File: config.mk
export PLATFORM = sky130hd
export DESIGN_NAME = stl_tok_queue
export DESIGN_NICKNAME = d
export VERILOG_FILES = /design/src/rtl/core/stl_pkg.sv /design/src/rtl/core/stl_tok_queue.sv
export SDC_FILE = /design/constraint.sdc
export NUM_CORES = 1
export LEC_CHECK = 0
export BUFFER_PORTS_ARGS = -buffer_cell sky130_fd_sc_hd__buf_2
export CAP_MARGIN = 20
export CORE_ASPECT_RATIO = 0.8
export CORE_MARGIN = 2
export CORE_UTILIZATION = 58
export DETAILED_ROUTE_END_ITERATION = 8
export MAX_ROUTING_LAYER = met4
export PLACE_DENSITY = 0.78
export RECOVER_POWER = 50
export SLEW_MARGIN = 5
export SYNTH_ARGS = -nofsm -noshare
export SYNTH_HDL_FRONTEND = slang
export SYNTH_SLANG_ARGS = --single-unit
File: constraint.sdc
create_clock -name clk -period 4.7 [get_ports clk]
set_clock_uncertainty 0.15 [all_clocks]
set_input_delay 0.94 -clock clk [delete_from_list [all_inputs] [get_ports clk]]
set_output_delay 0.94 -clock clk [all_outputs]
set_load 0.05 [all_outputs]
File: src/rtl/core/stl_pkg.sv
// source token lexer package: lexer state, token types and the per-byte step function
// no dependencies; used by stl_lexer, stl_tok_queue, the top level and the testbench
`default_nettype none

package stl_pkg;

  // most token bytes one source byte can produce
  localparam int unsigned MaxTok     = 3;
  // default depth of the result queue, a power of two of at least four
  localparam int unsigned QueueDepth = 8;

  localparam logic [7:0] ChQuote = 8'h22;
  localparam logic [7:0] ChSlash = "/";
  localparam logic [7:0] ChStar  = "*";
  localparam logic [7:0] ChNl    = "\n";

  typedef enum logic [2:0] {
    MODE_IDLE,
    MODE_WORD,
    MODE_STR,
    MODE_OP,
    MODE_LINE,
    MODE_BLOCK,
    MODE_BWORD,
    MODE_BSTR
  } mode_t;

  typedef enum logic [1:0] {
    KIND_WORD,
    KIND_STR,
    KIND_OP,
    KIND_SEP
  } kind_t;

  typedef struct packed {
    mode_t      mode;
    logic [7:0] held_first;
    logic [7:0] held_second;
    logic [1:0] run_len;
  } lex_state_t;

  typedef struct packed {
    logic [7:0] out_byte;
    kind_t      token_kind;
    logic       token_last;
  } tok_t;

  // up to three token bytes from one source byte, in order from tok[0]
  typedef struct packed {
    tok_t [2:0] tok;
    logic [1:0] cnt;
  } tok_batch_t;

  function automatic logic is_space(input logic [7:0] c);
    return (c == " ") || (c == "\t") || (c == "\n");
  endfunction

  function automatic logic is_sep(input logic [7:0] c);
    return (c == ",") || (c == ";") || (c == "{") || (c == "}") ||
           (c == "(") || (c == ")") || (c == ".");
  endfunction

  function automatic logic is_op(input logic [7:0] c);
    return (c == "+") || (c == "-") || (c == "*") || (c == "/") ||
           (c == "&") || (c == "|") || (c == "<") || (c == ">") ||
           (c == "^") || (c == "=") || (c == "!");
  endfunction

  function automatic logic ends_word(input logic [7:0] c);
    return is_space(c) || is_sep(c) || is_op(c);
  endfunction

  // append one token byte, dropping anything past the third
  function automatic void tok_push(inout tok_batch_t b, input logic [7:0] c,
                                   input kind_t k, input logic last);
    if (b.cnt != 2'd3) begin
      b.tok[b.cnt].out_byte   = c;
      b.tok[b.cnt].token_kind = k;
      b.tok[b.cnt].token_last = last;
      b.cnt                   = b.cnt + 2'd1;
    end
  endfunction

  // finish an operator run outside comments
  function automatic void close_op_run(inout lex_state_t s, inout tok_batch_t b);
    mode_t nxt;
    nxt = MODE_IDLE;
    unique case (s.run_len)
      2'd1: tok_push(b, s.held_first, KIND_OP, 1'b1);
      2'd2: begin
        if (s.held_first == ChSlash && s.held_second == ChSlash) begin
          nxt = MODE_LINE;
        end else if (s.held_first == ChSlash && s.held_second == ChStar) begin
          nxt = MODE_BLOCK;
        end else begin
          tok_push(b, s.held_first, KIND_OP, 1'b0);
          tok_push(b, s.held_second, KIND_OP, 1'b1);
        end
      end
      2'd3: tok_push(b, s.held_second, KIND_OP, 1'b1);
      default: ;
    endcase
    s.run_len = 2'd0;
    s.mode    = nxt;
  endfunction

  // add a byte to an operator run; when visible, earlier bytes go out once the run passes two
  function automatic void grow_run(inout lex_state_t s, inout tok_batch_t b,
                                   input logic [7:0] c, input logic visible);
    unique case (s.run_len)
      2'd1: begin
        s.held_second = c;
        s.run_len     = 2'd2;
      end
      2'd2: begin
        if (visible) begin
          tok_push(b, s.held_first, KIND_OP, 1'b0);
          tok_push(b, s.held_second, KIND_OP, 1'b0);
        end
        s.held_second = c;
        s.run_len     = 2'd3;
      end
      default: begin
        if (visible) begin
          tok_push(b, s.held_second, KIND_OP, 1'b0);
        end
        s.held_second = c;
        s.run_len     = 2'd3;
      end
    endcase
  endfunction

  function automatic void start_token(inout lex_state_t s, inout tok_batch_t b,
                                      input logic [7:0] c);
    if (is_space(c)) begin
      // skipped
    end else if (c == ChQuote) begin
      s.mode       = MODE_STR;
      s.held_first = c;
    end else if (is_op(c)) begin
      s.mode       = MODE_OP;
      s.held_first = c;
      s.run_len    = 2'd1;
    end else if (is_sep(c)) begin
      tok_push(b, c, KIND_SEP, 1'b1);
    end else begin
      s.mode       = MODE_WORD;
      s.held_first = c;
    end
  endfunction

  // one pass over the byte; again is set when the byte must be seen once more
  function automatic void lex_pass(inout lex_state_t s, inout tok_batch_t b,
                                   input logic [7:0] c, output logic again);
    logic closes;
    again  = 1'b0;
    closes = 1'b0;
    unique case (s.mode)
      MODE_IDLE: start_token(s, b, c);
      MODE_WORD: begin
        if (ends_word(c)) begin
          tok_push(b, s.held_first, KIND_WORD, 1'b1);
          s.mode = MODE_IDLE;
          again  = 1'b1;
        end else begin
          tok_push(b, s.held_first, KIND_WORD, 1'b0);
          s.held_first = c;
        end
      end
      MODE_STR: begin
        tok_push(b, s.held_first, KIND_STR, 1'b0);
        if (c == ChQuote) begin
          tok_push(b, c, KIND_STR, 1'b1);
          s.mode = MODE_IDLE;
        end else begin
          s.held_first = c;
        end
      end
      MODE_OP: begin
        if (is_op(c) && s.run_len != 2'd0) begin
          grow_run(s, b, c, 1'b1);
        end else begin
          close_op_run(s, b);
          again = 1'b1;
        end
      end
      MODE_LINE: begin
        if (c == ChNl) begin
          s.mode = MODE_IDLE;
        end
      end
      MODE_BLOCK: begin
        if (s.run_len == 2'd0) begin
          if (c == ChQuote) begin
            s.mode = MODE_BSTR;
          end else if (is_op(c)) begin
            s.held_first = c;
            s.run_len    = 2'd1;
          end else if (!is_space(c) && !is_sep(c)) begin
            s.mode = MODE_BWORD;
          end
        end else if (is_op(c)) begin
          grow_run(s, b, c, 1'b0);
        end else begin
          closes    = (s.run_len == 2'd2) && (s.held_first == ChStar) &&
                      (s.held_second == ChSlash);
          s.run_len = 2'd0;
          s.mode    = closes ? MODE_IDLE : MODE_BLOCK;
          again     = 1'b1;
        end
      end
      MODE_BWORD: begin
        if (ends_word(c)) begin
          s.mode = MODE_BLOCK;
          again  = 1'b1;
        end
      end
      MODE_BSTR: begin
        if (c == ChQuote) begin
          s.mode = MODE_BLOCK;
        end
      end
      default: ;
    endcase
  endfunction

  // full step for one transaction: next state and the token bytes it releases
  function automatic void lex_step(input lex_state_t s, input logic [7:0] c,
                                   input logic eoi, output lex_state_t ns,
                                   output tok_batch_t b);
    logic again;
    logic busy;
    ns    = s;
    b     = '0;
    again = 1'b0;
    busy  = 1'b1;
    if (eoi) begin
      // flush what is pending, then back to idle
      if (s.mode == MODE_WORD) begin
        tok_push(b, s.held_first, KIND_WORD, 1'b1);
      end else if (s.mode == MODE_STR) begin
        tok_push(b, s.held_first, KIND_STR, 1'b1);
      end else if (s.mode == MODE_OP) begin
        close_op_run(ns, b);
      end
      ns.mode    = MODE_IDLE;
      ns.run_len = 2'd0;
    end else begin
      for (int p = 0; p < 3; p++) begin
        if (busy) begin
          lex_pass(ns, b, c, again);
          busy = again;
        end
      end
    end
  endfunction

endpackage

`default_nettype wire

File: src/rtl/core/stl_tok_queue.sv
// result queue: takes up to three token bytes per cycle, hands out one per cycle when ready;
// depends on stl_pkg (tok_t, tok_batch_t, MaxTok); the user keeps Depth a power of two of at least four (not enforced)
`default_nettype none

module stl_tok_queue
  import stl_pkg::*;
#(
  parameter int unsigned Depth = QueueDepth
) (
  input  logic       clk,
  input  logic       rst_n,
  input  logic       push,
  input  tok_batch_t batch,
  output logic       space_ok,
  output logic       out_valid,
  input  logic       out_ready,
  output tok_t       head
);

  localparam int unsigned PtrW = $clog2(Depth);
  localparam int unsigned CntW = $clog2(Depth + 1);

  tok_t            mem_r [Depth];
  logic [PtrW-1:0] wr_ptr_r;
  logic [PtrW-1:0] wr_ptr_nxt;
  logic [PtrW-1:0] rd_ptr_r;
  logic [CntW-1:0] cnt_r;
  logic [CntW-1:0] cnt_nxt;
  logic [CntW-1:0] push_cnt;
  logic            pop;

  // room for a full batch before a transaction is taken
  assign space_ok  = cnt_r <= CntW'(Depth - MaxTok);
  assign out_valid = cnt_r != '0;
  assign pop       = out_valid && out_ready;
  assign head      = mem_r[rd_ptr_r];

  assign push_cnt   = push ? CntW'(batch.cnt) : '0;
  assign wr_ptr_nxt = wr_ptr_r + PtrW'(push_cnt);
  assign cnt_nxt    = cnt_r + push_cnt - CntW'(pop);

  // storage writes
  always_ff @(posedge clk) begin
    for (int k = 0; k < MaxTok; k++) begin
      if (push && (k < int'(batch.cnt))) begin
        mem_r[wr_ptr_r + PtrW'(k)] <= batch.tok[k];
      end
    end
  end

  // pointers and fill count
  always_ff @(posedge clk) begin
    if (!rst_n) begin
      wr_ptr_r <= '0;
      rd_ptr_r <= '0;
      cnt_r    <= '0;
    end else begin
      wr_ptr_r <= wr_ptr_nxt;
      if (pop) begin
        rd_ptr_r <= rd_ptr_r + PtrW'(1);
      end
      cnt_r <= cnt_nxt;
    end
  end

  // fill count never passes the depth
  assert property (@(posedge clk) disable iff (!rst_n) cnt_r <= CntW'(Depth))
    else $error("result queue overfilled");

  // count and pointers move together
  assert property (@(posedge clk) disable iff (!rst_n)
    ##1 (cnt_r == CntW'(Depth) || cnt_r == '0) |-> wr_ptr_r == rd_ptr_r)
    else $error("queue pointers disagree with count");

endmodule

`default_nettype wire

==> results.md <==
- Core ar.: between 0.01 and 0.015 mm^2
- Busiest grt layer: met2
- Compound-gate portion of the synthesized area: 0.0955
- Routed wire length per instance: about 24 um
- Logic pwr share: 0.326
- FILL cells: between 800 and 900
- Post-Synthesis Cells: 677
- Largest net degree at the start of global routing: 25
- Synth Area in Adders: 0.0247
- Clock slew at reported path FFs: about 0.07 ns
- Die area: 0.0115 mm^2
- Main combinational cell family by area after synthesis: simple AND/OR/NAND/NOR gates
- Nets: around 710
- Mapped cell area: 0.00618 mm^2
- Synthesized flop and latch total: around 100
- Period minus WS final: ~3.4 ns
- Most frequent cells in the layout: nand2_1 (191), nor2_1 (95), a31oi_1 (88), edfxtp_1 (88), buf_2 (49)
- Total number of yosys warnings: 0
- Post-DP Area: about 0.0062 mm^2
- Final hold viol count: 0
- Critical Path RT: 3.61 ns
- Sequential share of power: 0.418
- Outcome: complete, no violations
- Asr flop ratio synth: 0
- Ports: 52
- Syn Nets: slightly above 700
- Critical-path top delay cell: dfxtp_1
- Switching power: 0.000937 W
- DRT iter0 DRCs: between 800 and 900
- RSZ-0062 raised after global routing: no
- Seq. cell area: just under 0.003 mm^2
- Design Area, Final: ~0.0065 mm^2
- Sw Ratio: 0.349
- Resized cells post-CTS: 0
- F_max: 0.292 GHz
- Setup tns final: 0 ns
- Setup Buffers After CTS: 0
- Crit-path cells: mux4_2 -> mux2_2 -> buf_2
- Unique masters post-synth: 39
- Num rows: 33
- Global-route track usage on met2: 0.524
- Post-synth EDFFs: 88
- Routed wire length: between 15000 and 20000 um
- Met1 Track Usage GR: 0.503
- Final setup viols: 0
- Register area share after synthesis: 0.470
- GRT Util Overall: 0.366
- DIE WIDTH: 119 um
- Number of nets with antenna violations after routing: 0
- Worst-path maximum fanout: 22
- Layout cells sized above 1: 0.155
- Number of global-route vias before repair: roughly 4700
- Main synth FF type: edfxtp_1
- Num CTS Buffers: 9
- Most common cell after layout, fill and taps aside: nand2_1
- Static Leakage: around 2.5 nW
- H-tree levels: 3
- Root Buffer: clkbuf_16
- Clk sinks: ~100
- Internal power: ~0.0018 W
- Met3 usage: 0.121
- RR Startpoint: wr_ptr_r[0]$_SDFF_PN0_
- Hold_buf cts: 0
- Crit Path Category: reg -> out
- Pins Over Slew Limit: 0
- CTS tree: done
- CTS max path bufs: 2
- Mux share of post-synthesis cell area: 0.100
- Initial antenna violation count: 2
- Pwr dens: about 410 mW/mm^2
- Top delay family on crit path: flip-flops
- Arr. time, crit path: between 2 and 2.5 ns
- Vias: 5343
- Max IR drop VDD: about 220 uV
- Die height: 96.3 um
- Crit share post-route: 0.727
- # Max-Cap Violations: 0
- Gpl congestion: roughly 1.0
- Relative slew slack: 0.300
- Synth Area in Simple Gates: 0.230
- Multi-input gate area: 0.00285 mm^2
- Clk pwr share: 0.256
- Clock Latency Late Sink: around 0.35 ns
- Post-DP HPWL: 13500 um
- Worst slew pin tran: between 1 and 1.5 ns
- Buffers and inverters on the worst path: 1
- Port bufs: between 50 and 60
- Vias per Instance: between 6 and 7
- Remaining global-route overflow: 0
- Xor and xnor area share after synthesis: 0.0111
- Element type at the critical path start: flip-flop
- Worst stage delay on the critical path: roughly 1.0 ns
- First-pass GRT wire length: between 20000 and 30000 um
- Drt drc: 0
- First-pass DRT Iterations: 6
- HP Start: rd_ptr_r[1]$_SDFFE_PN0P_
- Layout area overhead: 5.67%
- Syn_area_per_cell: approximately 9.1 um^2
- Crit. End Element: primary output
- Initial Util: 0.599
- Worst hold path class: reg -> reg
-- state kept, by name, summed over array words and instances, names as in the netlist, named ones only --
signal,flops
cnt_r,4
mem_r,88
rd_ptr_r,3
wr_ptr_r,3
-- logic make-up (layout without fill, tap and decap cells) --
kind of cell / count (synthesis) / in the layout
and+or+nand+nor: 341 / 341
DFF: 101 / 101
AOI/OAI and AO/OA: 94 / 94
buffers and inverters: 90 / 82
muxes: 33 / 33
adders and majority gates: 11 / 11
xor gates and xnor gates: 7 / 7
other: 0 / 2
-- cells in the mapped netlist, types with 2 or more instances --
library cell | instances | area (um^2)
or3_1 | 6 | 37.5
nor3_1 | 4 | 20.0
nor2_1 | 95 | 357
xnor2_1 | 3 | 26.3
clkbuf_1 | 23 | 86.3
ha_1 | 9 | 113
nand2_1 | 191 | 717
fa_1 | 2 | 40.0
buf_4 | 10 | 75.1
nand3b_1 | 5 | 37.5
nand3_1 | 17 | 85.1
inv_1 | 9 | 33.8
buf_2 | 31 | 155
a21boi_0 | 2 | 15.0
mux4_2 | 22 | 495
edfxtp_1 | 88 | 2640
and2_1 | 11 | 68.8
dfxtp_1 | 13 | 260
a31oi_1 | 88 | 551
xor2_1 | 3 | 26.3
mux2_2 | 11 | 124
and4b_1 | 2 | 20.0
buf_1 | 7 | 26.3
clkbuf_2 | 10 | 50.1
-- worst paths after layout --
kind                                                 end  slack, ns  cells past startpoint
worst min-delay path            rd_ptr_r[1]$_SDFFE_PN0P_       0.38                      2
worst max register to register     mem_r[1][2]$_DFFE_PP_       1.47                      4
worst max-delay path                             head[9]       1.28                      3
worst min register to register  rd_ptr_r[1]$_SDFFE_PN0P_       0.38                      2
-- per-layer routing --
layer / part of all wire / wire (um)
met1: 0.38 / 7510
met2: 0.42 / 8180
met3: 0.17 / 3360
met4: 0.033 / 645
met5: 0 / 0
-- cell type report --
| class | instances | area share |
|---|---|---|
| flip-flops and latches | 101 | 0.444 |
| multi-input cells | 486 | 0.436 |
| repair buffers | 57 | 0.0444 |
| clock buffers | 9 | 0.0345 |
| well taps | 140 | 0.0268 |
| clock inverters | 7 | 0.00766 |
| inverters | 9 | 0.00517 |
| diodes | 2 | 0.000766 |
-- power by group through the flow --
stage          registers (W)  logic, W  clock network [W]
2_1_floorplan        0.00110  0.000702                  0
3_3_place_gp         0.00113  0.000844                  0
3_5_place_dp         0.00114  0.000876                  0
4_1_cts              0.00112  0.000878           0.000686
5_1_grt              0.00113  0.000942           0.000715
6_report             0.00112  0.000875           0.000688
-- stage by stage --
stage | cells | utilization | worst slack, ns | power (W) | hold slack, ns
2_1_floorplan | 677 | - | 2.01 | 0.00180 | 0.313
3_3_place_gp | 790 | 0.605 | 1.50 | 0.00198 | 0.323
3_5_place_dp | 791 | 0.605 | 1.43 | 0.00202 | 0.358
4_1_cts | 807 | 0.632 | 1.28 | 0.00268 | 0.367
5_1_grt | 811 | 0.633 | 1.23 | 0.00279 | 0.409
6_report | 811 | 0.633 | 1.28 | 0.00269 | 0.379
-- worst min-delay path: stages (launching register included) --
cell and delay, ns:
dfxtp_1 0.33, nand2_1 0.08, a21boi_0 0.08
No activity file was read; power rests on OpenSTA's default activity.
